--- config.mk ---
export PLATFORM = sky130hd
export DESIGN_NAME = q_table_update_engine_top
export DESIGN_NICKNAME = d
export VERILOG_FILES = /design/src/hdl/qtu_pkg.sv /design/src/hdl/q_table_update_engine_top.sv /design/src/hdl/qtu_ram.sv /design/src/hdl/qtu_ctrl.sv /design/src/hdl/qtu_dp.sv
export SDC_FILE = /design/constraint.sdc
export NUM_CORES = 2
export LEC_CHECK = 0
export ABC_AREA = 1
export BUFFER_PORTS_ARGS = -buffer_cell sky130_fd_sc_hd__buf_2
export CORE_AREA = 2 2 515 517
export DETAILED_ROUTE_END_ITERATION = 8
export DIE_AREA = 0 0 517 519
export SYNTH_ARGS = -nofsm -noshare
export SYNTH_HDL_FRONTEND = slang
export SYNTH_HIERARCHICAL = 1
export SYNTH_SLANG_ARGS = --single-unit
--- constraint.sdc ---
create_clock -name clk -period 9.2 [get_ports clk]
set_input_delay 2.3 -clock clk [delete_from_list [all_inputs] [get_ports clk]]
set_output_delay 2.3 -clock clk [all_outputs]
set_load 0.1 [all_outputs]
--- src/hdl/qtu_pkg.sv ---
package qtu_pkg;

    // Table geometry
    localparam int NUM_STATES  = 16;
    localparam int NUM_ACTIONS = 4;
    localparam int ENTRIES     = NUM_STATES * NUM_ACTIONS;
    localparam int ADDR_W      = $clog2(ENTRIES);
    localparam int COL_W       = $clog2(NUM_ACTIONS + 1);   // counts reads, holds NUM_ACTIONS
    localparam int GREEDY_W    = $clog2(NUM_ACTIONS);

    // Field widths
    localparam int STATE_W   = 4;
    localparam int ACTION_W  = 2;
    localparam int REWARD_W  = 8;
    localparam int VALUE_W   = 24;
    localparam int RATE_W    = 9;
    localparam int FRAC_W    = 8;
    localparam int CFG_IDX_W = 2;

    localparam logic [RATE_W-1:0] RATE_ONE = RATE_W'(256);
    localparam int VALUE_MAX = 8388607;
    localparam int VALUE_MIN = -8388608;
    localparam int ROUND_HALF = 128;

    localparam logic [RATE_W-1:0] LR_RESET  = RATE_W'(26);
    localparam logic [RATE_W-1:0] DSC_RESET = RATE_W'(128);

    // Configuration register indexes
    localparam logic [CFG_IDX_W-1:0] CFG_LEARNING_RATE = CFG_IDX_W'(0);
    localparam logic [CFG_IDX_W-1:0] CFG_DISCOUNT      = CFG_IDX_W'(1);

    typedef struct packed {
        logic [STATE_W-1:0]         current_state;
        logic [ACTION_W-1:0]        chosen_action;
        logic signed [REWARD_W-1:0] reward;
        logic [STATE_W-1:0]         reached_state;
    } in_item_t;

    typedef struct packed {
        logic signed [VALUE_W-1:0] new_value;
        logic [ACTION_W-1:0]       greedy_action;
        logic signed [VALUE_W-1:0] best_value;
    } out_item_t;

    typedef enum logic [2:0] {
        ST_IDLE,
        ST_SCAN,
        ST_DRAIN,
        ST_DTERM,
        ST_TARGET,
        ST_BLEND,
        ST_FINISH
    } state_t;

    typedef struct packed {
        logic load;
        logic scan;
        logic dterm;
        logic target;
        logic blend;
        logic finish;
    } cmd_t;

    typedef struct packed {
        logic scan_last;
        logic out_free;
    } sts_t;

    function automatic logic [STATE_W-1:0] wrap_state(input logic [STATE_W-1:0] v);
        logic [STATE_W-1:0] r;
        r = v;
        for (int i = 0; i < 8; i++) begin
            if (int'(r) >= NUM_STATES) begin
                r = r - STATE_W'(NUM_STATES);
            end
        end
        return r;
    endfunction

    function automatic logic [GREEDY_W-1:0] wrap_action(input logic [ACTION_W-1:0] v);
        logic [ACTION_W-1:0] r;
        r = v;
        for (int i = 0; i < 2; i++) begin
            if (int'(r) >= NUM_ACTIONS) begin
                r = r - ACTION_W'(NUM_ACTIONS);
            end
        end
        return GREEDY_W'(r);
    endfunction

    function automatic logic [RATE_W-1:0] clamp_rate(input logic [RATE_W-1:0] r);
        return (r > RATE_ONE) ? RATE_ONE : r;
    endfunction

endpackage

--- src/hdl/q_table_update_engine_top.sv ---
// Channel  | Signals                                  | Direction | Moves
// ---------+------------------------------------------+-----------+-----------------------------
// in       | in_valid, in_stall, in_item              | in        | one experience
// out      | out_valid, out_stall, out_item           | out       | new value, greedy, row max
// cfg      | cfg_valid, cfg_ready, cfg_index, cfg_data| in        | register write
//
// One transaction at a time. An experience runs from acceptance through the row
// scan and the arithmetic to its result; the next one can be taken in the cycle
// after write-back. The table has a single read port: NUM_ACTIONS row reads plus
// one read of the updated entry, then four arithmetic steps.
// Reset clears the whole table at once through per-entry valid flags; no sweep.
// A stalled result sits in the output register; the next experience runs
// meanwhile and waits only at write-back until the register frees.
module q_table_update_engine_top (
    input  logic                              clk,
    input  logic                              rst_n,
    input  logic                              in_valid,
    output logic                              in_stall,
    input  qtu_pkg::in_item_t                 in_item,
    output logic                              out_valid,
    input  logic                              out_stall,
    output qtu_pkg::out_item_t                out_item,
    input  logic                              cfg_valid,
    output logic                              cfg_ready,
    input  logic [qtu_pkg::CFG_IDX_W-1:0]     cfg_index,
    input  logic [qtu_pkg::RATE_W-1:0]        cfg_data
);
    import qtu_pkg::*;

    cmd_t cmd;
    sts_t sts;

    // sequencer: scan the next-state row, read the old entry, blend, write back
    qtu_ctrl u_ctrl (
        .clk      (clk),
        .rst_n    (rst_n),
        .in_valid (in_valid),
        .in_stall (in_stall),
        .sts      (sts),
        .cmd      (cmd)
    );

    // table, row scan, fixed-point update and output register
    qtu_dp u_dp (
        .clk       (clk),
        .rst_n     (rst_n),
        .cmd       (cmd),
        .sts       (sts),
        .in_item   (in_item),
        .out_valid (out_valid),
        .out_stall (out_stall),
        .out_item  (out_item),
        .cfg_valid (cfg_valid),
        .cfg_ready (cfg_ready),
        .cfg_index (cfg_index),
        .cfg_data  (cfg_data)
    );

endmodule

--- src/hdl/qtu_ram.sv ---
module qtu_ram #(
    parameter int WIDTH = 24,
    parameter int DEPTH = 64
) (
    input  logic                     clk,
    input  logic                     wr_en,
    input  logic [$clog2(DEPTH)-1:0] wr_addr,
    input  logic [WIDTH-1:0]         wr_data,
    input  logic                     rd_en,
    input  logic [$clog2(DEPTH)-1:0] rd_addr,
    output logic [WIDTH-1:0]         rd_data
);

    logic [WIDTH-1:0] mem [DEPTH];
    logic [WIDTH-1:0] rd_data_reg;

    always_ff @(posedge clk)
    begin
        if (wr_en)
        begin
            mem[wr_addr] <= wr_data;
        end
        if (rd_en)
        begin
            rd_data_reg <= mem[rd_addr];
        end
    end

    assign rd_data = rd_data_reg;

endmodule

--- src/hdl/qtu_ctrl.sv ---
module qtu_ctrl (
    input  logic          clk,
    input  logic          rst_n,
    input  logic          in_valid,
    output logic          in_stall,
    input  qtu_pkg::sts_t sts,
    output qtu_pkg::cmd_t cmd
);
    import qtu_pkg::*;

    state_t state_reg;
    state_t state_next;

    always_ff @(posedge clk or negedge rst_n)
    begin
        if (!rst_n)
        begin
            state_reg <= ST_IDLE;
        end
        else
        begin
            state_reg <= state_next;
        end
    end

    always_comb
    begin
        state_next = state_reg;
        cmd        = '0;
        in_stall   = 1'b1;
        case (state_reg)
            ST_IDLE:
            begin
                in_stall = 1'b0;
                if (in_valid)
                begin
                    cmd.load   = 1'b1;
                    state_next = ST_SCAN;
                end
            end
            ST_SCAN:
            begin
                cmd.scan = 1'b1;
                if (sts.scan_last)
                begin
                    state_next = ST_DRAIN;
                end
            end
            ST_DRAIN:
            begin
                state_next = ST_DTERM;
            end
            ST_DTERM:
            begin
                cmd.dterm  = 1'b1;
                state_next = ST_TARGET;
            end
            ST_TARGET:
            begin
                cmd.target = 1'b1;
                state_next = ST_BLEND;
            end
            ST_BLEND:
            begin
                cmd.blend  = 1'b1;
                state_next = ST_FINISH;
            end
            ST_FINISH:
            begin
                // hold until the output register can take the result
                if (sts.out_free)
                begin
                    cmd.finish = 1'b1;
                    state_next = ST_IDLE;
                end
            end
            default:
            begin
                state_next = ST_IDLE;
            end
        endcase
    end

endmodule

--- src/hdl/qtu_dp.sv ---
module qtu_dp (
    input  logic                              clk,
    input  logic                              rst_n,
    input  qtu_pkg::cmd_t                     cmd,
    output qtu_pkg::sts_t                     sts,
    input  qtu_pkg::in_item_t                 in_item,
    output logic                              out_valid,
    input  logic                              out_stall,
    output qtu_pkg::out_item_t                out_item,
    input  logic                              cfg_valid,
    output logic                              cfg_ready,
    input  logic [qtu_pkg::CFG_IDX_W-1:0]     cfg_index,
    input  logic [qtu_pkg::RATE_W-1:0]        cfg_data
);
    import qtu_pkg::*;

    localparam int PROD1_W = VALUE_W + RATE_W + 1;
    localparam int DTERM_W = PROD1_W - FRAC_W;
    localparam int TGT_W   = DTERM_W + 1;
    localparam int PA_W    = VALUE_W + RATE_W + 1;
    localparam int PB_W    = TGT_W + RATE_W + 1;
    localparam int SUM_W   = PB_W + 1;
    localparam int RAW_W   = SUM_W - FRAC_W;

    localparam logic signed [RAW_W-1:0] RAW_MAX = RAW_W'(VALUE_MAX);
    localparam logic signed [RAW_W-1:0] RAW_MIN = RAW_W'(VALUE_MIN);

    // configuration
    logic [RATE_W-1:0] lr_reg;
    logic [RATE_W-1:0] dsc_reg;

    // captured transaction
    logic [STATE_W-1:0]         cur_reg;
    logic [GREEDY_W-1:0]        col_reg;
    logic signed [REWARD_W-1:0] reward_reg;
    logic [STATE_W-1:0]         ns_reg;

    // scan
    logic [COL_W-1:0]    cnt_reg;
    logic                lag_vld_reg;
    logic [COL_W-1:0]    lag_cnt_reg;
    logic                rd_vld_reg;
    logic [ENTRIES-1:0]  valid_reg;

    logic signed [VALUE_W-1:0] best_reg;
    logic [GREEDY_W-1:0]       greedy_reg;
    logic signed [VALUE_W-1:0] old_reg;

    // arithmetic
    logic signed [PROD1_W-1:0] prod1_reg;
    logic signed [TGT_W-1:0]   target_reg;
    logic signed [PA_W-1:0]    pa_reg;
    logic signed [PB_W-1:0]    pb_reg;

    logic      out_valid_reg;
    out_item_t out_item_reg;

    logic [ADDR_W-1:0]         row_addr;
    logic [ADDR_W-1:0]         upd_addr;
    logic [ADDR_W-1:0]         rd_addr;
    logic [VALUE_W-1:0]        ram_q;
    logic signed [VALUE_W-1:0] rd_value;
    logic                      at_old;

    logic [RATE_W-1:0]         lr_eff;
    logic [RATE_W-1:0]         dsc_eff;
    logic [RATE_W:0]           inv_lr;
    logic signed [PROD1_W-1:0] prod1_next;
    logic signed [PROD1_W-1:0] prod1_rnd;
    logic signed [TGT_W-1:0]   target_next;
    logic signed [PA_W-1:0]    pa_next;
    logic signed [PB_W-1:0]    pb_next;
    logic signed [SUM_W-1:0]   sum;
    logic signed [RAW_W-1:0]   raw;
    logic signed [VALUE_W-1:0] new_val;

    assign cfg_ready = 1'b1;

    always_ff @(posedge clk or negedge rst_n)
    begin
        if (!rst_n)
        begin
            lr_reg  <= LR_RESET;
            dsc_reg <= DSC_RESET;
        end
        else if (cfg_valid)
        begin
            if (cfg_index == CFG_LEARNING_RATE)
            begin
                lr_reg <= cfg_data;
            end
            else if (cfg_index == CFG_DISCOUNT)
            begin
                dsc_reg <= cfg_data;
            end
        end
    end

    // addressing: row entries first, then the entry being updated
    assign at_old   = (cnt_reg == COL_W'(NUM_ACTIONS));
    assign row_addr = ADDR_W'(ns_reg) * ADDR_W'(NUM_ACTIONS) + ADDR_W'(cnt_reg);
    assign upd_addr = ADDR_W'(cur_reg) * ADDR_W'(NUM_ACTIONS) + ADDR_W'(col_reg);
    assign rd_addr  = at_old ? upd_addr : row_addr;

    qtu_ram #(
        .WIDTH (VALUE_W),
        .DEPTH (ENTRIES)
    ) u_ram (
        .clk     (clk),
        .wr_en   (cmd.finish),
        .wr_addr (upd_addr),
        .wr_data (new_val),
        .rd_en   (cmd.scan),
        .rd_addr (rd_addr),
        .rd_data (ram_q)
    );

    // entries never written read as zero
    assign rd_value = rd_vld_reg ? $signed(ram_q) : '0;

    always_ff @(posedge clk or negedge rst_n)
    begin
        if (!rst_n)
        begin
            valid_reg     <= '0;
            lag_vld_reg   <= 1'b0;
            out_valid_reg <= 1'b0;
            cnt_reg       <= '0;
        end
        else
        begin
            lag_vld_reg <= cmd.scan;
            if (cmd.load)
            begin
                cnt_reg <= '0;
            end
            else if (cmd.scan)
            begin
                cnt_reg <= cnt_reg + COL_W'(1);
            end
            if (cmd.finish)
            begin
                valid_reg[upd_addr] <= 1'b1;
                out_valid_reg       <= 1'b1;
            end
            else if (out_valid_reg && !out_stall)
            begin
                out_valid_reg <= 1'b0;
            end
        end
    end

    // arithmetic
    assign lr_eff      = clamp_rate(lr_reg);
    assign dsc_eff     = clamp_rate(dsc_reg);
    assign inv_lr      = {1'b0, RATE_ONE} - {1'b0, lr_eff};
    assign prod1_next  = PROD1_W'($signed({1'b0, dsc_eff})) * PROD1_W'(best_reg);
    assign prod1_rnd   = prod1_reg + PROD1_W'(ROUND_HALF);
    assign target_next = (TGT_W'(reward_reg) <<< FRAC_W)
                         + TGT_W'(DTERM_W'(prod1_rnd >>> FRAC_W));
    assign pa_next     = PA_W'($signed(inv_lr)) * PA_W'(old_reg);
    assign pb_next     = PB_W'($signed({1'b0, lr_eff})) * PB_W'(target_reg);
    assign sum         = SUM_W'(pa_reg) + SUM_W'(pb_reg) + SUM_W'(ROUND_HALF);
    assign raw         = RAW_W'(sum >>> FRAC_W);

    always_comb
    begin
        if (raw > RAW_MAX)
        begin
            new_val = VALUE_W'(VALUE_MAX);
        end
        else if (raw < RAW_MIN)
        begin
            new_val = VALUE_W'(VALUE_MIN);
        end
        else
        begin
            new_val = VALUE_W'(raw);
        end
    end

    always_ff @(posedge clk)
    begin
        if (cmd.load)
        begin
            cur_reg    <= wrap_state(in_item.current_state);
            col_reg    <= wrap_action(in_item.chosen_action);
            reward_reg <= in_item.reward;
            ns_reg     <= wrap_state(in_item.reached_state);
        end
        if (cmd.scan)
        begin
            rd_vld_reg  <= valid_reg[rd_addr];
            lag_cnt_reg <= cnt_reg;
        end
        if (lag_vld_reg)
        begin
            if (lag_cnt_reg == '0)
            begin
                best_reg   <= rd_value;
                greedy_reg <= '0;
            end
            else if (lag_cnt_reg == COL_W'(NUM_ACTIONS))
            begin
                old_reg <= rd_value;
            end
            else if (rd_value > best_reg)
            begin
                best_reg   <= rd_value;
                greedy_reg <= GREEDY_W'(lag_cnt_reg);
            end
        end
        if (cmd.dterm)
        begin
            prod1_reg <= prod1_next;
        end
        if (cmd.target)
        begin
            target_reg <= target_next;
        end
        if (cmd.blend)
        begin
            pa_reg <= pa_next;
            pb_reg <= pb_next;
        end
        if (cmd.finish)
        begin
            out_item_reg.new_value     <= new_val;
            out_item_reg.greedy_action <= ACTION_W'(greedy_reg);
            out_item_reg.best_value    <= best_reg;
        end
    end

    assign sts.scan_last = at_old;
    assign sts.out_free  = !out_valid_reg || !out_stall;

    assign out_valid = out_valid_reg;
    assign out_item  = out_item_reg;

endmodule

==> results.json <==
{
  "status": "completed",
  "cts.sinks": 1897,
  "area_growth_pct": 10.2,
  "max_freq_mhz": 133,
  "synthTopCellsByCount": "nand2_1 (2894), edfxtp_1 (1807), nand3_1 (1408)",
  "syn_area_mm2": 0.105,
  "async_reset_ff_share_pct": 4.74,
  "clock_skew_ns": 0.0865,
  "cp_max_fo": 25,
  "drc": 0,
  "root_buffer": "clkbuf_16",
  "cts_buffers": 197,
  "startpoint": "u_dp/lr_reg[0]",
  "hold_buffers": 0,
  "io_buffers": 85,
  "synth.distinct_cells": 65,
  "cp.arrival_ns": 8.11,
  "first_global_vias": 70600,
  "cts_tree": "built",
  "synth_top_family_by_area": "simple AND/OR/NAND/NOR gates",
  "max-clock-path-buffers": 3,
  "synthMuxAreaShare_pct": 0,
  "gr-usage-met1_pct": 30.2,
  "grt_pass1_wl_mm": 441,
  "overflow": 0,
  "layout.nets": 11000,
  "grt_util_met2_pct": 34.7,
  "endpoint": "u_dp/pa_reg[23]",
  "max_cap_viol_count": 0,
  "yosys_register_bits": 1897,
  "floorplan.die_area_mm2": 0.268,
  "via_per_inst": 5.24,
  "worstHoldStart": "u_dp/greedy_reg[0]",
  "synth_edf_count": 1807,
  "pin_count": 87,
  "vias": 71900,
  "dpl.hpwl_mm": 186,
  "synthAdderAreaFrac_pct": 15.3,
  "rsz0062_at_grt": "no",
  "synth_area_leaders": "edfxtp_1 (52%), fa_1 (11%), nand2_1 (10%), nand3_1 (6.7%), ha_1 (4.1%)",
  "ant_nets": 0,
  "synth_compound_area_share_pct": 2.84,
  "r2r_cells": 24,
  "slew_headroom_pct": 26.7,
  "synth_top_area_share_pct": 51.9,
  "post-synth-top-count-cell": "nand2_1",
  "cp.required_ns": 9.78,
  "post-route-min-period_ns": 7.53,
  "synthFlopType": "edfxtp_1",
  "post_cts_resized": 0,
  "fin_crit_sh_pct": 81.8,
  "clock_latency_ns": 0.85,
  "end_kind": "flop",
  "first_pass_iters": 6,
  "worst_setup_path_start_kind": "flop",
  "critPathKind": "flop to flop",
  "die_w_um": 517,
  "die_h_um": 519,
  "grt_max_degree": 231,
  "yosys_warnings": 6,
  "synthXorXnorAreaFrac_pct": 1.45,
  "drive_gt1_share_pct": 6.91,
  "htreeDepth": 4,
  "multiInputGateArea_mm2": 0.0419,
  "reg2reg_slack_ns": 1.67,
  "row_count": 189,
  "setup_viol": 0,
  "num-fill-cells": 24800,
  "synth.avg_cell_area_um2": 10.4,
  "slew_violations": 0,
  "synth-simple-area-share_pct": 20.1,
  "grt_use_met3_pct": 2.63,
  "antenna_found_initial": 4,
  "largest_register_ffs": 1536,
  "r2r-end": "u_dp/pa_reg[23]",
  "seqCellArea_mm2": 0.0565,
  "yosysTopAreaCell": "edfxtp_1",
  "syn_inst": 10000,
  "initial_utilization_pct": 39.7,
  "core_mm2": 0.263,
  "hold_violations": 0,
  "drtIter0Drc": 7005,
  "routedWlPerCell_um": 21.2,
  "max_slew.worst_pin.slew_ns": 1.10,
  "worstReg2RegStart": "u_dp/lr_reg[0]",
  "finalWirelength_mm": 292,
  "grtUsageTotal_pct": 21.5,
  "min_path_type": "flop to flop",
  "fin_tns_setup_ns": 0,
  "ys_seq_area_share_pct": 54.1,
  "post-cts-setup-buffer-count": 0,
  "gp_congestion": 0.916,
  "clk_pin_slew_ns": 0.06,
  "grt.busiest_layer": "met2"
}
==> worst max-delay path: stages, from the launching register on <==
cell and delay [ns]:
dfrtp_1 0.41, nor4_2 0.44, a21oi_4 0.16, nor2_4 0.57, inv_2 0.20, nand2_1 0.14, nand2_1 0.53, inv_2 0.45
nand2_1 0.13, fa_1 0.43, inv_1 0.09, fa_1 0.43, inv_1 0.10, fa_1 0.41, fa_1 0.50, inv_1 0.05
fa_1 0.44, ha_1 0.35, a21o_1 0.19, a21oi_1 0.27, o21ai_1 0.20, a21boi_0 0.35, o21ai_1 0.16, a21oi_1 0.22
xnor2_1 0.09
==> area by class of cell <==
type,count,area share (%)
clock inverter,131,1.32
multi-input combinational,6614,36.4
timing repair buffer,214,1.31
inverter,1102,3.63
clock buffer,238,4.45
tap,3533,3.84
sequential,1897,49.1
antenna,7,0.0152
==> stage by stage <==
step | cell area (µm²) | utilization [%] | setup slack [ns] | hold WS [ns] | instances
2_1_floorplan | 105000 | - | 1.29 | 0.400 | 10100
3_3_place_gp | 109000 | 41.2 | 1.77 | 0.411 | 13400
3_5_place_dp | 109000 | 41.2 | 1.64 | 0.408 | 13400
4_1_cts | 115000 | 43.7 | 1.66 | 0.423 | 13700
5_1_grt | 115000 | 43.7 | 1.25 | 0.428 | 13700
6_report | 115000 | 43.7 | 1.67 | 0.421 | 13700
==> kinds of logic after synthesis <==
kind of cell    count (synthesis)
compound gates                513
xor+xnor                      172
fa+ha+maj                     926
buf+inv                      1546
flops                        1897
other cells                     2
simple gates                 4978
==> worst min path at each step <==
stage	end	cells after the start
2_1_floorplan	u_dp/out_item[24]	0
3_3_place_gp	u_dp/out_item[24]	0
3_5_place_dp	u_dp/out_item[24]	0
4_1_cts	u_dp/out_item[24]	0
5_1_grt	u_dp/out_item[24]	0
6_report	u_dp/out_item[24]	0
==> metal layers <==
layer,vias to the layer above,routed length (µm),share of wire [%]
met4,0,8980,3.1
met3,398,18000,6.2
li1,33200,-,-
met5,-,0,0
met2,2499,137000,47
met1,35900,128000,44
==> placed cells by master (no fill, tap or decap), types with 15 or more instances in the layout <==
master	Yosys	layout
xnor2_1	70	70
o211ai_1	34	34
clkinv_2	0	30
nor2_2	16	50
inv_2	23	22
nor2_4	4	32
buf_2	185	84
nand3_1	1408	1408
nor4_1	23	15
clkbuf_16	0	197
conb_1	2	25
clkinv_1	2	47
xor2_1	101	101
edfxtp_1	1807	1807
nand2_1	2894	2880
clkbuf_1	117	37
inv_1	1076	1073
nand2_2	34	48
fa_1	580	580
ha_1	346	346
nand4_1	26	26
o21bai_1	57	57
nor3_1	34	34
dfrtp_1	86	86
nor2_1	506	444
bufinv_16	0	24
o21ai_0	156	156
buf_4	33	121
a21oi_1	185	184
Power is not shown: default switching activity piles up to over one toggle a cycle in this logic, so the estimate is an artifact.
